## config.mk

```make
export PLATFORM = sky130hd
export DESIGN_NAME = config_text_tokenizer_flat
export DESIGN_NICKNAME = d
export VERILOG_FILES = /design/src/hw/rtl/ctt_pkg.sv /design/src/hw/rtl/ctt_if.sv /design/src/hw/rtl/ctt_front.sv /design/src/hw/rtl/ctt_queue.sv /design/src/hw/rtl/ctt_back.sv /design/src/hw/rtl/config_text_tokenizer.sv /design/src/flat_wrapper.sv
export SDC_FILE = /design/constraint.sdc
export NUM_CORES = 1
export LEC_CHECK = 0
export CORE_MARGIN = 1
export CORE_UTILIZATION = 40
export DETAILED_ROUTE_END_ITERATION = 8
export DONT_BUFFER_PORTS = 1
export PLACE_DENSITY_LB_ADDON = 0.2
export SETUP_SLACK_MARGIN = 0.2
export SLEW_MARGIN = 20
export SYNTH_ARGS = -nofsm -noshare
export SYNTH_HDL_FRONTEND = slang
export SYNTH_HIERARCHICAL = 1
export SYNTH_SLANG_ARGS = --single-unit
```

## constraint.sdc

```tcl
create_clock -name i_clk -period 15.85 [get_ports i_clk]
set_input_delay 0.7925 -clock i_clk [delete_from_list [all_inputs] [get_ports i_clk]]
set_output_delay 0.7925 -clock i_clk [all_outputs]
set_load 0.005 [all_outputs]
```

## src/hw/rtl/ctt_pkg.sv

```systemverilog
package ctt_pkg;

    localparam int PosW    = 32;
    localparam int LineW   = 32;
    localparam int OutW    = 32;
    localparam int MaxTok  = 3;
    localparam int QDepth  = 4;
    localparam int QPtrW   = $clog2(QDepth);

    typedef enum logic [4:0] {
        K_EQUAL   = 5'd0,
        K_END     = 5'd1,
        K_KEY     = 5'd2,
        K_LBRACE  = 5'd3,
        K_LPAREN  = 5'd4,
        K_NUMBER  = 5'd5,
        K_HEX     = 5'd6,
        K_RBRACE  = 5'd7,
        K_RPAREN  = 5'd8,
        K_STRING  = 5'd9,
        K_SEMI    = 5'd10,
        K_COMMA   = 5'd11,
        K_FALSE   = 5'd12,
        K_TRUE    = 5'd13,
        K_COLOUR  = 5'd14,
        K_V2      = 5'd15,
        K_V3      = 5'd16,
        K_V4      = 5'd17,
        K_BAD     = 5'd18,
        K_UNTERM  = 5'd19
    } t_kind;

    typedef enum logic [2:0] {
        M_IDLE, M_COMMENT, M_KEY, M_INT, M_DOT, M_FRAC, M_HEX, M_STRING
    } t_mode;

    typedef struct packed {
        t_kind              kind;
        logic [PosW-1:0]    start;
        logic [PosW-1:0]    len;
        logic [LineW-1:0]   line;
    } t_token;

    // Tokens raised by one text byte, oldest in slot 0
    typedef struct packed {
        logic [1:0]         cnt;
        t_token [MaxTok-1:0] tok;
    } t_bundle;

    typedef struct packed {
        logic               full;
        logic               empty;
        logic [QPtrW:0]     level;
    } t_qstat;

    localparam logic [PosW-1:0]  PosMax  = '1;
    localparam logic [LineW-1:0] LineMax = '1;

    localparam logic [47:0] KwTrue   = 48'h0000_7472_7565;
    localparam logic [47:0] KwFalse  = 48'h0066_616c_7365;
    localparam logic [47:0] KwColour = 48'h636f_6c6f_7572;
    localparam logic [47:0] KwV2     = 48'h0000_0000_7632;
    localparam logic [47:0] KwV3     = 48'h0000_0000_7633;
    localparam logic [47:0] KwV4     = 48'h0000_0000_7634;

    function automatic logic is_dig(input logic [7:0] c);
        return (c >= "0") && (c <= "9");
    endfunction

    function automatic logic is_letter(input logic [7:0] c);
        return ((c >= "a") && (c <= "z")) || ((c >= "A") && (c <= "Z")) || (c == "_");
    endfunction

    function automatic logic is_hexd(input logic [7:0] c);
        return is_dig(c) || ((c >= "a") && (c <= "f")) || ((c >= "A") && (c <= "F"));
    endfunction

    function automatic logic [PosW-1:0] pos_inc(input logic [PosW-1:0] v);
        return (v == PosMax) ? v : v + 1'b1;
    endfunction

    function automatic logic [PosW-1:0] span(input logic [PosW-1:0] p,
                                             input logic [PosW-1:0] b);
        return (p >= b) ? p - b : '0;
    endfunction

endpackage

```

## src/hw/rtl/ctt_if.sv

```systemverilog
interface ctt_byte_if;
    import ctt_pkg::*;
    logic       valid;
    logic       ready;
    logic [7:0] text_byte;
    modport source (output valid, output text_byte, input ready);
    modport sink   (input valid, input text_byte, output ready);
endinterface

interface ctt_token_if;
    import ctt_pkg::*;
    logic              valid;
    logic              ready;
    logic [4:0]        token_kind;
    logic [OutW-1:0]   start_offset;
    logic [OutW-1:0]   token_length;
    logic [LineW-1:0]  line_number;
    logic              last_of_run;
    modport source (output valid, output token_kind, output start_offset,
                    output token_length, output line_number, output last_of_run,
                    input ready);
    modport sink   (input valid, input token_kind, input start_offset,
                    input token_length, input line_number, input last_of_run,
                    output ready);
endinterface

```

## src/hw/rtl/ctt_front.sv

```systemverilog
module ctt_front
    import ctt_pkg::*;
(
    input  logic        i_clk,
    input  logic        i_rst_n,
    input  logic        i_valid,
    input  logic [7:0]  i_byte,
    input  logic        i_q_full,
    output logic        o_ready,
    output logic        o_push,
    output t_bundle     o_bundle
);

    t_mode             r_mode,   n_mode;
    logic [PosW-1:0]   r_pos,    n_pos;
    logic [PosW-1:0]   r_begin,  n_begin;
    logic [LineW-1:0]  r_line,   n_line;
    logic [47:0]       r_prefix, n_prefix;

    logic              w_take;
    logic              c0_v, c1_v, id_v, again;
    t_token            c0, c1, id;
    logic [PosW-1:0]   w_span, w_dp;
    t_kind             w_kkind;

    assign o_ready = !i_q_full;
    assign w_take  = i_valid && o_ready;
    assign w_span  = span(r_pos, r_begin);
    assign w_dp    = (r_pos > r_begin) ? r_pos - 1'b1 : r_pos;

    // Match closed key against keyword list
    always_comb begin
        w_kkind = K_KEY;
        if      (w_span == PosW'(4) && r_prefix == KwTrue)   w_kkind = K_TRUE;
        else if (w_span == PosW'(5) && r_prefix == KwFalse)  w_kkind = K_FALSE;
        else if (w_span == PosW'(6) && r_prefix == KwColour) w_kkind = K_COLOUR;
        else if (w_span == PosW'(2) && r_prefix == KwV2)     w_kkind = K_V2;
        else if (w_span == PosW'(2) && r_prefix == KwV3)     w_kkind = K_V3;
        else if (w_span == PosW'(2) && r_prefix == KwV4)     w_kkind = K_V4;
    end

    // Close the open token, then scan from idle where needed
    always_comb begin
        n_mode   = r_mode;
        n_begin  = r_begin;
        n_line   = r_line;
        n_prefix = r_prefix;
        again    = 1'b1;
        c0_v     = 1'b0;
        c1_v     = 1'b0;
        id_v     = 1'b0;
        c0       = '{kind: K_NUMBER, start: r_begin, len: w_span, line: r_line};
        c1       = '{kind: K_BAD, start: w_dp, len: PosW'(1), line: r_line};
        id       = '{kind: K_BAD, start: r_pos, len: PosW'(1), line: r_line};

        case (r_mode)
            M_COMMENT: again = (i_byte == "\n") || (i_byte == 8'd0);
            M_KEY: begin
                if (is_letter(i_byte) || is_dig(i_byte)) begin
                    if (w_span < PosW'(6)) n_prefix = {r_prefix[39:0], i_byte};
                    again = 1'b0;
                end else begin
                    c0_v    = 1'b1;
                    c0.kind = w_kkind;
                end
            end
            M_INT: begin
                if (is_dig(i_byte)) again = 1'b0;
                else if (i_byte == ".") begin
                    n_mode = M_DOT;
                    again  = 1'b0;
                end else c0_v = 1'b1;
            end
            M_DOT: begin
                if (is_dig(i_byte)) begin
                    n_mode = M_FRAC;
                    again  = 1'b0;
                end else begin
                    c0_v   = 1'b1;
                    c0.len = span(w_dp, r_begin);
                    c1_v   = 1'b1;
                end
            end
            M_FRAC: begin
                if (is_dig(i_byte)) again = 1'b0;
                else c0_v = 1'b1;
            end
            M_HEX: begin
                if (is_hexd(i_byte)) again = 1'b0;
                else begin
                    c0_v    = 1'b1;
                    c0.kind = K_HEX;
                end
            end
            M_STRING: begin
                if (i_byte == "\"") begin
                    c0_v    = 1'b1;
                    c0.kind = K_STRING;
                    n_mode  = M_IDLE;
                    again   = 1'b0;
                end else if (i_byte == 8'd0) begin
                    c0_v    = 1'b1;
                    c0.kind = K_UNTERM;
                end else begin
                    if (i_byte == "\n" && r_line != LineMax) n_line = r_line + 1'b1;
                    again = 1'b0;
                end
            end
            default: ;
        endcase

        if (again) begin
            n_mode = M_IDLE;
            if (is_letter(i_byte)) begin
                n_mode   = M_KEY;
                n_begin  = r_pos;
                n_prefix = {40'd0, i_byte};
            end else if (is_dig(i_byte) || i_byte == "-") begin
                n_mode  = M_INT;
                n_begin = r_pos;
            end else begin
                case (i_byte)
                    8'd0: begin
                        id_v    = 1'b1;
                        id.kind = K_END;
                        id.len  = '0;
                    end
                    " ", 8'h0d, 8'h09: ;
                    "\n": if (r_line != LineMax) n_line = r_line + 1'b1;
                    "$":  n_mode = M_COMMENT;
                    "\"": begin
                        n_mode  = M_STRING;
                        n_begin = pos_inc(r_pos);
                    end
                    "#": begin
                        n_mode  = M_HEX;
                        n_begin = pos_inc(r_pos);
                    end
                    "=": begin id_v = 1'b1; id.kind = K_EQUAL;  end
                    "{": begin id_v = 1'b1; id.kind = K_LBRACE; end
                    "(": begin id_v = 1'b1; id.kind = K_LPAREN; end
                    "}": begin id_v = 1'b1; id.kind = K_RBRACE; end
                    ")": begin id_v = 1'b1; id.kind = K_RPAREN; end
                    ";": begin id_v = 1'b1; id.kind = K_SEMI;   end
                    ",": begin id_v = 1'b1; id.kind = K_COMMA;  end
                    default: id_v = 1'b1;
                endcase
            end
        end

        // End of text restarts the position and line counters
        if (i_byte == 8'd0) begin
            n_mode = M_IDLE;
            n_pos  = '0;
            n_line = LineW'(1);
        end else begin
            n_pos  = pos_inc(r_pos);
        end
    end

    // Pack the tokens in order
    always_comb begin
        o_bundle.cnt    = 2'(c0_v) + 2'(c1_v) + 2'(id_v);
        o_bundle.tok[0] = c0_v ? c0 : id;
        o_bundle.tok[1] = c1_v ? c1 : id;
        o_bundle.tok[2] = id;
    end
    assign o_push = w_take && (o_bundle.cnt != 2'd0);

    always_ff @(posedge i_clk) begin
        if (!i_rst_n) begin
            r_mode   <= M_IDLE;
            r_pos    <= '0;
            r_begin  <= '0;
            r_line   <= LineW'(1);
            r_prefix <= '0;
        end else if (w_take) begin
            r_mode   <= n_mode;
            r_pos    <= n_pos;
            r_begin  <= n_begin;
            r_line   <= n_line;
            r_prefix <= n_prefix;
        end
    end

endmodule

```

## src/hw/rtl/ctt_queue.sv

```systemverilog
module ctt_queue
    import ctt_pkg::*;
(
    input  logic     i_clk,
    input  logic     i_rst_n,
    input  logic     i_push,
    input  t_bundle  i_data,
    input  logic     i_pop,
    output t_bundle  o_data,
    output t_qstat   o_stat
);

    t_bundle            r_mem [QDepth];
    logic [QPtrW-1:0]   r_wr, r_rd;
    logic [QPtrW:0]     r_level;
    logic               w_push, w_pop;

    assign o_stat.level = r_level;
    assign o_stat.full  = (r_level == (QPtrW+1)'(QDepth));
    assign o_stat.empty = (r_level == '0);
    assign w_push = i_push && !o_stat.full;
    assign w_pop  = i_pop && !o_stat.empty;
    assign o_data = r_mem[r_rd];

    // Store incoming word
    always_ff @(posedge i_clk) begin
        if (w_push) r_mem[r_wr] <= i_data;
    end

    // Advance pointers
    always_ff @(posedge i_clk) begin
        if (!i_rst_n) begin
            r_wr    <= '0;
            r_rd    <= '0;
            r_level <= '0;
        end else begin
            if (w_push) r_wr <= r_wr + 1'b1;
            if (w_pop)  r_rd <= r_rd + 1'b1;
            r_level <= r_level + (QPtrW+1)'(w_push) - (QPtrW+1)'(w_pop);
        end
    end

endmodule

```

## src/hw/rtl/ctt_back.sv

```systemverilog
module ctt_back
    import ctt_pkg::*;
(
    input  logic        i_clk,
    input  logic        i_rst_n,
    input  t_bundle     i_head,
    input  t_qstat      i_stat,
    output logic        o_pop,
    ctt_token_if.source o_token
);

    logic [1:0] r_idx;
    logic       w_last, w_fire;
    t_token     w_tok;

    assign w_tok  = i_head.tok[r_idx];
    assign w_last = (r_idx == i_head.cnt - 2'd1);
    assign w_fire = o_token.valid && o_token.ready;
    assign o_pop  = w_fire && w_last;

    assign o_token.valid        = !i_stat.empty;
    assign o_token.token_kind   = w_tok.kind;
    assign o_token.start_offset = OutW'(w_tok.start);
    assign o_token.token_length = OutW'(w_tok.len);
    assign o_token.line_number  = w_tok.line;
    assign o_token.last_of_run  = w_last;

    // Step through the tokens of the head word
    always_ff @(posedge i_clk) begin
        if (!i_rst_n) begin
            r_idx <= '0;
        end else if (w_fire) begin
            r_idx <= w_last ? 2'd0 : r_idx + 1'b1;
        end
    end

endmodule

```

## src/hw/rtl/config_text_tokenizer.sv

```systemverilog
// A token is offered once the queue word that holds it is registered and reaches the queue head.
// Throughput: one byte per cycle while the queue is not full; the output side moves one token
// per cycle while ready is high, so a byte raising two or three tokens holds the output until all are taken.
// A four-word queue between the scanner and the output absorbs those bursts.
// Reset (synchronous, active low): idle scan mode, position 0, line 1, queue empty.
module config_text_tokenizer
    import ctt_pkg::*;
(
    input  logic        i_clk,
    input  logic        i_rst_n,
    ctt_byte_if.sink    i_text,
    ctt_token_if.source o_token
);

    logic    w_push, w_pop;
    t_bundle w_in, w_head;
    t_qstat  w_stat;

    ctt_front u_front (
        .i_clk    (i_clk),
        .i_rst_n  (i_rst_n),
        .i_valid  (i_text.valid),
        .i_byte   (i_text.text_byte),
        .i_q_full (w_stat.full),
        .o_ready  (i_text.ready),
        .o_push   (w_push),
        .o_bundle (w_in)
    );

    ctt_queue u_queue (
        .i_clk   (i_clk),
        .i_rst_n (i_rst_n),
        .i_push  (w_push),
        .i_data  (w_in),
        .i_pop   (w_pop),
        .o_data  (w_head),
        .o_stat  (w_stat)
    );

    ctt_back u_back (
        .i_clk   (i_clk),
        .i_rst_n (i_rst_n),
        .i_head  (w_head),
        .i_stat  (w_stat),
        .o_pop   (w_pop),
        .o_token (o_token)
    );

    // Never push into a full queue
    a_no_overflow: assert property (@(posedge i_clk) disable iff (!i_rst_n)
        w_push |-> !w_stat.full) else $error("queue overflow");

    // Stored words always carry at least one token
    a_nonempty_word: assert property (@(posedge i_clk) disable iff (!i_rst_n)
        !w_stat.empty |-> (w_head.cnt != 2'd0)) else $error("empty word queued");

    // End token is always last of its run
    a_end_last: assert property (@(posedge i_clk) disable iff (!i_rst_n)
        (o_token.valid && o_token.token_kind == K_END) |-> o_token.last_of_run)
        else $error("end token not last");

    // Queue level rises by one on a push without a pop
    a_level_step: assert property (@(posedge i_clk) disable iff (!i_rst_n)
        (w_push && !w_pop) |=> (w_stat.level == $past(w_stat.level) + 1'b1))
        else $error("queue level mismatch");

endmodule
```

## src/flat_wrapper.sv

```systemverilog
// flat-port wrapper written by rule: the top's interface ports become plain ports
module config_text_tokenizer_flat import ctt_pkg::*;
  (i_clk, i_rst_n, i_text_valid, i_text_text_byte, i_text_ready, o_token_valid, o_token_token_kind, o_token_start_offset, o_token_token_length, o_token_line_number, o_token_last_of_run, o_token_ready);
  ctt_byte_if i_text_i ();
  ctt_token_if o_token_i ();
  input  logic i_clk;
  input  logic i_rst_n;
  input wire logic [$bits(i_text_i.valid)-1:0] i_text_valid;
  input wire logic [$bits(i_text_i.text_byte)-1:0] i_text_text_byte;
  output wire logic [$bits(i_text_i.ready)-1:0] i_text_ready;
  output wire logic [$bits(o_token_i.valid)-1:0] o_token_valid;
  output wire logic [$bits(o_token_i.token_kind)-1:0] o_token_token_kind;
  output wire logic [$bits(o_token_i.start_offset)-1:0] o_token_start_offset;
  output wire logic [$bits(o_token_i.token_length)-1:0] o_token_token_length;
  output wire logic [$bits(o_token_i.line_number)-1:0] o_token_line_number;
  output wire logic [$bits(o_token_i.last_of_run)-1:0] o_token_last_of_run;
  input wire logic [$bits(o_token_i.ready)-1:0] o_token_ready;
  assign i_text_i.valid = i_text_valid;
  assign i_text_i.text_byte = i_text_text_byte;
  assign i_text_ready = i_text_i.ready;
  assign o_token_valid = o_token_i.valid;
  assign o_token_token_kind = o_token_i.token_kind;
  assign o_token_start_offset = o_token_i.start_offset;
  assign o_token_token_length = o_token_i.token_length;
  assign o_token_line_number = o_token_i.line_number;
  assign o_token_last_of_run = o_token_i.last_of_run;
  assign o_token_i.ready = o_token_ready;
  config_text_tokenizer u_core (.i_clk(i_clk), .i_rst_n(i_rst_n), .i_text(i_text_i), .o_token(o_token_i));
endmodule
```

==> flow_summary_export.csv <==
group,metric,value,unit
pwr,p_leak,21.6,nW
route,initialDrtViolationCount,2559,
yosys,ys_dominant_reg_cell,"edfxtp_1",
clock_tree,path_clk_slew,0.06,ns
floorplan,dieArea,155000,um2
global_route,grt_pass1_wl,220,mm
clock_tree,ctsHoldBuffers,0,
timing,tns,0,ns
critical_path,cp.arrival,8.00,ns
route,remaining_drc_errors,0,
route,dr_total_vias,33152,
floorplan,core_area,152000,um2
critical_path,cp_slowest_cell,"dfxtp_1",
clock_tree,insertion_delay,0.81,ns
worst_hold_path,min_path_type,"input pin to register",
clock_tree,clockBufferDepth,3,
floorplan,initial_core_util,40.3,%
placement,placed_cell_area,62200,um2
cells_and_area,syn_to_final_growth,9.67,%
placement,place_congestion,0.909,
timing,slew_headroom,29.3,%
yosys,synth.avg_cell_area,15.2,um2
route,wl,146,mm
clock_tree,cts_resized,0,
floorplan,rows,143,
pwr,power_density,165,nW/um2
yosys,synth-seq-cells,1378,
route,drtAntennaViolNets,0,
critical_path,worst-path-buf-inv,2,
status,outcome,"finished, final reports clean",
timing,hold_violations,0,
yosys,synth_cells,4040,
cells_and_area,fillCellCount,13313,
yosys,synth-edff-count,1220,
critical_path,r2r-start,"u_core/u_front/r_pos[0]",
clock_tree,cts_buffers,149,
critical_path,end_kind,"register",
cells_and_area,multi_input_area,19000,um2
critical_path,cp_max_fo,32,
yosys,async_flop_share,0,%
pwr,peakVddDrop,0.119,mV
timing,clock_skew,0.0542,ns
critical_path,crit_required,16.35,ns
global_route,grt_max_degree,129,
global_route,grt-ovfl-total,0,
yosys,synth_cell_type_count,93,
timing,setup_violations,0,
clock_tree,clock-sinks,1378,
critical_path,critPathMaxStageDelay,0.65,ns
cells_and_area,final_nets,4016,
timing,hold_slack,0.118,ns
timing,worst_slew_pin_slew,1.06,ns
floorplan,die_h,393,um
route,via_per_inst,5.45,
yosys,synth_warnings,6,
timing,rsz0062_at_grt,"false",
global_route,grt_util_all_layers,18.8,%
global_route,grt_pass1_vias,33370,
timing,max_freq,133,MHz
cells_and_area,layout_common_cells,"edfxtp_1, nand2_1, mux4_2, nor2_1, dfxtp_1",
cells_and_area,seqCellArea,39800,um2
yosys,synth_seq_area_share,65.0,%
critical_path,crit_family,"compound AO/OA/AOI/OAI gates",
clock_tree,h-tree-depth,4,
clock_tree,clockRootBuffer,"clkbuf_16",
critical_path,startpoint,"u_core/u_front/r_pos[0]",
timing,slew_violations,0,
job,drv_cap,0,
clock_tree,postCtsSetupRepairBufs,0,
timing,layout_min_cycle_time,7.50,ns
route,wl_per_cell,24.0,um
cells_and_area,final_common_cell,"edfxtp_1",
cells_and_area,drive_gt1_share,15.7,%
route,first_pass_iters,5,
timing,period_share,47.3,%
placement,dpl_worst_slack,8.53,ns
clock_tree,cts_tree,"done",
placement,io_buffers,0,
yosys,netlist_area,61300,um2
floorplan,num_io_pins,116,
worst_hold_path,hp-start,"i_rst_n",
critical_path,crit_path_start_kind,"register",
placement,hpwl,89.5,mm
global_route,antenna_found_initial,2,
cells_and_area,fin_area,67200,um2
floorplan,dieWidth,393,um
critical_path,worstSetupPathType,"register to register",
timing,setup_slack,8.35,ns
## area by class of cell
class | instances | area share, %
clock inverter | 85 | 1.50
multi-input combinational | 2265 | 28.3
sequential | 1378 | 59.3
tap | 2030 | 3.78
clock buffer | 190 | 5.93
inverter | 73 | 0.408
antenna | 1 | 0.00372
timing repair buffer | 60 | 0.782
## metrics by stage
stage          cells  power (mW)  util, %
4_1_cts         6081        11.2     44.2
3_3_place_gp    5806        7.76     40.9
3_5_place_dp    5806        7.76     40.9
6_report        6082        11.1     44.2
5_1_grt         6081        11.6     44.2
2_1_floorplan   4101        6.96        -
## path summary, 6_finish.rpt
path	depth (start not counted)	to	slack, ns
setup / recovery	27	u_core/u_queue/r_mem[3][32]	8.35
hold reg to reg	1	u_core/u_front/r_prefix[43]	0.48
setup reg to reg	27	u_core/u_queue/r_mem[3][32]	8.35
hold / removal	1	u_core/u_queue/r_level[2]	0.12
## power breakdown
group	switching [mW]	internal (mW)	leakage, nW	total, mW
registers	0.132	4.60	12.5	4.73
logic	1.82	1.08	6.70	2.90
clock network	1.48	1.98	2.39	3.45
## state kept, by name, indices dropped and copies added (netlist names), named ones only
register	cells
u_core/u_queue/r_mem	1220
u_core/u_front/r_prefix	48
u_core/u_front/r_begin	32
u_core/u_front/r_line	32
u_core/u_front/r_pos	32
u_core/u_front/r_mode	3
u_core/u_queue/r_level	3
u_core/u_back/r_idx	2
u_core/u_queue/r_rd	2
u_core/u_queue/r_wr	2
## Yosys cell counts, types with 67 or more instances
master / n / area share [%]
o21ai_1: 109 / 0.89
nor3_1: 67 / 0.55
nor2_1: 253 / 1.6
inv_1: 69 / 0.42
mux2i_1: 116 / 1.9
ha_1: 73 / 1.5
clkbuf_1: 115 / 0.70
xor2_1: 76 / 1.1
mux4_2: 305 / 11
buf_4: 174 / 2.1
dfxtp_1: 158 / 5.2
edfxtp_1: 1220 / 60
xnor2_1: 91 / 1.3
o21ai_0: 108 / 0.88
nand2_1: 317 / 1.9
a21oi_1: 129 / 1.1
## routing by layer
layer | GRT usage [%] | vias up | share of wire [%]
li1 | - | 15175 | -
met1 | 25.3 | 17045 | 44
met2 | 31.6 | 737 | 50
met3 | 3.03 | 195 | 4.4
met4 | 5.10 | 0 | 2.1
met5 | 0 | - | 0
## kinds of logic (layout without fill, tap and decap cells)
logic type | count (synthesis) | after routing | synth area share, %
AO/OA/AOI/OAI | 587 | 587 | 6.10
XOR/XNOR | 167 | 167 | 2.39
adder cells (fa/ha/maj) | 77 | 77 | 1.62
other | 1 | 63 | 0.00612
multiplexers | 425 | 425 | 13.2
AND/OR/NAND/NOR | 947 | 947 | 7.33
flip-flops | 1378 | 1378 | 65.0
buffers and inverters | 458 | 408 | 4.41
Note: power is estimated with default switching activity, not from simulation.
